==> config.mk <==
export PLATFORM = sky130hd
export DESIGN_NAME = pdc_ctrl
export DESIGN_NICKNAME = d
export VERILOG_FILES = /design/src/rtl/pdc_pkg.sv /design/src/rtl/pdc_ctrl.sv
export SDC_FILE = /design/constraint.sdc
export NUM_CORES = 1
export LEC_CHECK = 0
export BUFFER_PORTS_ARGS = -buffer_cell sky130_fd_sc_hd__buf_2
export CORE_AREA = 10 10 47 49
export DETAILED_ROUTE_END_ITERATION = 6
export DIE_AREA = 0 0 57 59
export GPL_TIMING_DRIVEN = 0
export PLACE_DENSITY = 0.79
export SYNTH_ARGS = -nofsm -noshare
export SYNTH_HDL_FRONTEND = slang
export SYNTH_SLANG_ARGS = --single-unit
==> constraint.sdc <==
create_clock -name clk -period 1.9 [get_ports clk]
set_clock_uncertainty 0.1 [all_clocks]
set_input_delay 0.57 -clock clk [delete_from_list [all_inputs] [get_ports clk]]
set_output_delay 0.57 -clock clk [all_outputs]
set_load 0.05 [all_outputs]
==> src/rtl/pdc_pkg.sv <==
// Shared types, constants and codes of the 4D vertex projection block.
`timescale 1ns / 1ps
package pdc_pkg;

  localparam int MAX_VERTICES = 16;
  localparam int IDX_W = (MAX_VERTICES > 1) ? $clog2(MAX_VERTICES) : 1;
  localparam int CNT_W = $clog2(MAX_VERTICES + 1);

  localparam int CFG_IDX_W = 2;
  localparam int CFG_DATA_W = 32;
  localparam logic [CFG_IDX_W-1:0] CFG_SCREEN_W = 2'd0;
  localparam logic [CFG_IDX_W-1:0] CFG_CAMERA_W = 2'd1;
  localparam logic [CFG_IDX_W-1:0] CFG_DEPTH_CUE = 2'd2;

  localparam int DVD_W = 64;
  localparam int DVS_W = 40;
  localparam int QUO_W = 32;

  typedef struct packed {
    logic signed [31:0] orig_x;
    logic signed [31:0] orig_y;
    logic signed [31:0] orig_z;
    logic signed [31:0] pos_x;
    logic signed [31:0] pos_y;
    logic signed [31:0] pos_z;
    logic signed [31:0] pos_w;
    logic               last_vertex;
  } in_t;

  typedef struct packed {
    logic signed [31:0] scr_x;
    logic signed [31:0] scr_y;
    logic signed [31:0] scr_z;
    logic [15:0]        red;
    logic [15:0]        green;
    logic [15:0]        blue;
    logic               div_fault;
    logic               overflowed;
    logic               last_result;
  } out_t;

  typedef struct packed {
    logic [15:0]        red;
    logic [15:0]        green;
    logic [15:0]        blue;
    logic signed [31:0] pos_x;
    logic signed [31:0] pos_y;
    logic signed [31:0] pos_z;
    logic signed [31:0] pos_w;
  } vtx_t;

  localparam int VTX_W = $bits(vtx_t);

  typedef enum logic [3:0] {
    S_LOAD,
    S_READ,
    S_RDW,
    S_MUL,
    S_PREP,
    S_DIV_GO,
    S_DIV_WAIT,
    S_POST,
    S_PUSH
  } state_t;

  typedef enum logic [2:0] {
    OP_X,
    OP_Y,
    OP_Z,
    OP_R,
    OP_G,
    OP_B
  } op_t;

  typedef struct packed {
    logic load;
    logic read;
    logic latch;
    logic mul;
    logic prep;
    logic div_start;
    logic post;
    logic push;
    logic next_vtx;
    logic finish;
    op_t  op;
  } cmd_t;

  typedef struct packed {
    logic cue_en;
    logic div_busy;
    logic div_done;
    logic out_free;
    logic last_vtx;
  } sts_t;

endpackage

==> src/rtl/pdc_ctrl.sv <==
// Controller state machine sequencing load, per-vertex arithmetic and result pushes.
`timescale 1ns / 1ps
module pdc_ctrl (
  input  logic          clk,
  input  logic          rst_n,
  input  logic          in_valid,
  input  logic          in_last,
  input  pdc_pkg::sts_t sts,
  output logic          in_stall,
  output pdc_pkg::cmd_t cmd
);

  pdc_pkg::state_t state_r, state_nxt;
  pdc_pkg::op_t    op_r, op_nxt;

  always_comb begin
    state_nxt = state_r;
    op_nxt    = op_r;
    unique case (state_r)
      pdc_pkg::S_LOAD: begin
        if (in_valid && in_last) begin
          state_nxt = pdc_pkg::S_READ;
        end
      end
      pdc_pkg::S_READ:   state_nxt = pdc_pkg::S_RDW;
      pdc_pkg::S_RDW: begin
        state_nxt = pdc_pkg::S_MUL;
        op_nxt    = pdc_pkg::OP_X;
      end
      pdc_pkg::S_MUL:    state_nxt = pdc_pkg::S_PREP;
      pdc_pkg::S_PREP:   state_nxt = pdc_pkg::S_DIV_GO;
      pdc_pkg::S_DIV_GO: state_nxt = pdc_pkg::S_DIV_WAIT;
      pdc_pkg::S_DIV_WAIT: begin
        if (sts.div_done) begin
          state_nxt = pdc_pkg::S_POST;
        end
      end
      pdc_pkg::S_POST: begin
        if ((op_r == pdc_pkg::OP_Z && !sts.cue_en) || op_r == pdc_pkg::OP_B) begin
          state_nxt = pdc_pkg::S_PUSH;
          op_nxt    = pdc_pkg::OP_X;
        end else begin
          state_nxt = pdc_pkg::S_MUL;
          op_nxt    = pdc_pkg::op_t'(op_r + 3'd1);
        end
      end
      pdc_pkg::S_PUSH: begin
        if (sts.out_free) begin
          state_nxt = sts.last_vtx ? pdc_pkg::S_LOAD : pdc_pkg::S_READ;
        end
      end
      default: state_nxt = pdc_pkg::S_LOAD;
    endcase
  end

  always_comb begin
    cmd      = '0;
    cmd.op   = op_r;
    in_stall = 1'b1;
    unique case (state_r)
      pdc_pkg::S_LOAD: begin
        in_stall = 1'b0;
        cmd.load = in_valid;
      end
      pdc_pkg::S_READ:     cmd.read = 1'b1;
      pdc_pkg::S_RDW:      cmd.latch = 1'b1;
      pdc_pkg::S_MUL:      cmd.mul = 1'b1;
      pdc_pkg::S_PREP:     cmd.prep = 1'b1;
      pdc_pkg::S_DIV_GO:   cmd.div_start = 1'b1;
      pdc_pkg::S_DIV_WAIT: ;
      pdc_pkg::S_POST:     cmd.post = 1'b1;
      pdc_pkg::S_PUSH: begin
        cmd.push     = sts.out_free;
        cmd.next_vtx = sts.out_free && !sts.last_vtx;
        cmd.finish   = sts.out_free && sts.last_vtx;
      end
      default: ;
    endcase
  end

  always_ff @(posedge clk) begin
    if (!rst_n) begin
      state_r <= pdc_pkg::S_LOAD;
      op_r    <= pdc_pkg::OP_X;
    end else begin
      state_r <= state_nxt;
      op_r    <= op_nxt;
    end
  end

endmodule

; ---- Yosys cells after proc, flatten, opt, wreduce, memory -nomap -nowiden
; Cells that the tools add are included.
[op_classes]
addsub = 1
eq_ne = 13
mux = 17
reduce_logical = 10
[op_table]
columns = cell, count
row1 = case mux 4 bit (9 select lines), 1
row2 = "== test 4 x 3 -> 1 bit, second input constant", 4
row3 = two-way mux 4 bit, 4
row4 = two-way mux 1 bit, 9
row5 = "== test 4 x 2 -> 1 bit, second input constant", 2
row6 = two-way mux 3 bit, 2
row7 = "!= test 2 bit, second input constant", 3
row8 = case mux 3 bit (2 select lines), 1
row9 = "== test 4 x 1 -> 1 bit, second input constant", 1
row10 = "== test 4 bit, second input constant", 1
row11 = logical AND 1 bit, 4
row12 = zero test 4 bit, 1
row13 = "adder 3 x 1 -> 3 bit, second input constant", 1
row14 = "== test 3 x 2 -> 1 bit, second input constant", 1
row15 = "== test 3 bit, second input constant", 1
row16 = AND reduction 3 bit, 1
row17 = zero test 1 bit, 2
row18 = nonzero test 2 bit, 1
row19 = logical OR 1 bit, 1
[totals]
ff_bits = 7
inputBits = 9
word_cells = 43

; ---- Depth between registers and ports, before layout
[logic_depth]
word_depth = 5
ltp_mapped = 5
mapped_depth_nobuf = 5

; ---- Worst setup path after synthesis
; OpenSTA, ideal clock, no wires.
[synth_timing]
kind = register -> output
start = register state_r[1]
end = output port cmd[11] (netlist bit)
arrival_time_ns = 1.662
t_required_ns = 1.230
path_slack_ns = -0.432
stages_incl_launch_ff = 4
path_cell_list = dfxtp_1 buf_2 nand2b_1 nor3_1
[synth_lines]
columns = item, line
row1 = start: declaration, pdc_ctrl.sv:13  ; pdc_pkg::state_t state_r, state_nxt;
row2 = start signal: assignment, pdc_ctrl.sv:83  ; state_r <= pdc_pkg::S_LOAD;
row3 = start signal: assignment, pdc_ctrl.sv:86  ; state_r <= state_nxt;
row4 = end: declaration, pdc_ctrl.sv:10  ; output pdc_pkg::cmd_t cmd

==> run metrics <==
status complete, but fails checks; failing checks setup timing; WP data required 1.23 ns; vias in the first global route 599; Slew Viols, Final 0; post-route cell area 937 sq um; die area 0.00336 sq mm; commonest cells after routing, fill and taps aside buf_6, buf_2, inv_1, buf_4, dfxtp_1; Layout area overhead 74.6%; I/O Pins 23; Avg Cell Area, Syn 8.13 sq um; HP Class reg2reg; VDD IR-drop max 0.626 mV; Ant. Diodes 0; worst skew pair latency 0.25 ns; Fin. Hold Viols 0; antenna violations before repair 0; Final setup viols 8; Least-Margin Pin Slew 0.260 ns; Core ar. 0.00140 sq mm; final antenna-violating net count 0; Routed WL 1.70 mm; Final Net Count 114; Setup WS post-layout -0.109 ns; critical path data arrival time 1.34 ns; mapped cell area 537 sq um; fraction of layout cells with a size suffix above 1 55.4%; FF-to-FF path depth 5; Remaining Overflow, GRT 0; Syn Nets 78; fin crit share 106%; Layout Cells excl Fill 117; YS warnings 0; effective utilization at floorplan 38.3%; top achievable clock speed 498 MHz; DP Worst Slack 0.0300 ns; placed cells 103; TritonCTS clock tree yes; largest net degree at the start of global routing 11; RSZ-0062 raised after global routing true; Tmin final 2.01 ns; clock root cell clkbuf_4; sequential cell area fraction in the yosys report 26.1%; routed vias/inst 5.37; Fill cells 102; crit end category output pin; CTS buffer count 3; DRT Pass-1 Iters 4; clock tree buffer depth 2; Placed Area 679 sq um; Leakage 0.000440 uW; first-pass GRT wire length 2.48 mm; TritonCTS sink count 7; kind of start point of the critical path register; CP Class reg2out; Die Wd 57 um; Hold Path Depth 2; DRT iter0 DRCs 10; top cell type's share of synthesized area 26.1%; synthesized flop and latch total 7; dpl hpwl 1.09 mm; Max transition margin 82.5%; clock-pin slew on the worst setup and hold paths 0.06 ns; H-Tree Depth 1; Site Rows 14; routed len/inst 14.5 um; DRC violations left 0; worst hold slack 0.454 ns; cell taking the most area after synthesis dfxtp_1; MaxCap Viol Count 0; Crit Path Max Fanout 7; via count 628; PwrDens 850 mW/mm^2; Die Ht 59 um; gate count after technology mapping 66; gr usage total 8.72%; GP Congestion 0.745; Synth area leaders dfxtp_1, ha_1, inv_1, buf_6, nor2_1; Distinct cells, synth 34; Port Buffers 21
worst paths after layout:
check               endpoint  startpoint  slack (ns)
hold reg to reg      op_r[1]     op_r[1]        0.45
setup reg to reg  state_r[0]     op_r[0]        0.33
hold / removal       op_r[1]     op_r[1]        0.45
setup / recovery     cmd[11]  state_r[1]       -0.11
through the flow:
step	util (%)	power, uW	TNS [ns]
2_1_floorplan	-	403	-0.427
3_3_place_gp	48.5	455	0
3_5_place_dp	48.5	462	0
4_1_cts	57.6	678	-0.206
5_1_grt	66.9	839	-1.03
6_report	66.9	797	-0.448
worst max-delay path, cell delays in order, from the launching register on:
cell and delay (ns):
dfxtp_2 0.32, buf_6 0.12, buf_12 0.13, nand2b_4 0.15
nor3_2 0.17, buf_6 0.18
synthesized netlist by cell type:
cell / n
a211o_1: 1
a211oi_1: 1
a21boi_1: 1
a31oi_1: 1
a32oi_1: 1
a41oi_1: 1
and3_1: 3
and4b_1: 1
buf_2: 1
buf_4: 1
buf_6: 2
dfxtp_1: 7
ha_1: 3
inv_1: 8
mux2i_1: 1
nand2_1: 4
nand2b_1: 2
nand3_1: 1
nand3b_1: 1
nand4_1: 2
nor2_1: 6
nor2b_1: 2
nor3_1: 3
nor3_2: 1
nor3b_1: 1
nor4b_2: 1
o2111ai_1: 1
o211ai_1: 1
o21a_1: 1
o21ai_1: 1
o22ai_1: 1
or3b_4: 1
xnor2_1: 1
xor2_1: 2
timing repair:
| item | 4_1_cts | 5_1_grt |
|---|---|---|
| setup buffers | 5 | 4 |
| setup endpoints to repair | 10 | 10 |
| cloned | 0 | 1 |
| pin swaps | 3 | 6 |
| hold buffers | 0 | 0 |
| gates resized for setup | 21 | 23 |
per-layer routing:
layer	vias up	part of all wire, %	GRT usage (%)
met5	-	0	0
met4	0	2.2	4.36
met3	4	5.1	2.15
met2	21	54	16.4
li1	303	-	-
met1	300	39	8.65
flip-flops by register name, summed over array words and instances (netlist names):
| signal | cells |
|---|---|
| state_r | 4 |
| op_r | 3 |
final cells by class:
| cell class | instances | area (sq um) | area share (%) |
|---|---|---|---|
| clock buffers | 4 | 26.3 | 2.80 |
| repair buffers | 31 | 268 | 28.6 |
| inverters | 8 | 30.0 | 3.20 |
| flip-flops and latches | 7 | 144 | 15.4 |
| well taps | 16 | 20.0 | 2.14 |
| multi-input cells | 47 | 404 | 43.1 |
| plain buffers | 4 | 45.0 | 4.81 |
where the power goes:
part	internal, uW	leakage (uW)	switching (uW)
Combinational	225	0.000367	263
Sequential	161	0.0000580	8.22
Clock	80.4	0.0000150	59.0
Total	467	0.000440	330
logic make-up (layout without fill, tap and decap cells):
group	after synthesis	after routing	share of synthesized area, %
AO/OA/AOI/OAI	11	11	15.4
XOR/XNOR	3	3	4.90
adder cells (fa/ha/maj)	3	3	6.99
buffers and inverters	12	47	12.1
flip-flops	7	7	26.1
multiplexers	1	1	1.86
AND/OR/NAND/NOR	29	29	32.6
Note: power is estimated with default switching activity, not from simulation.
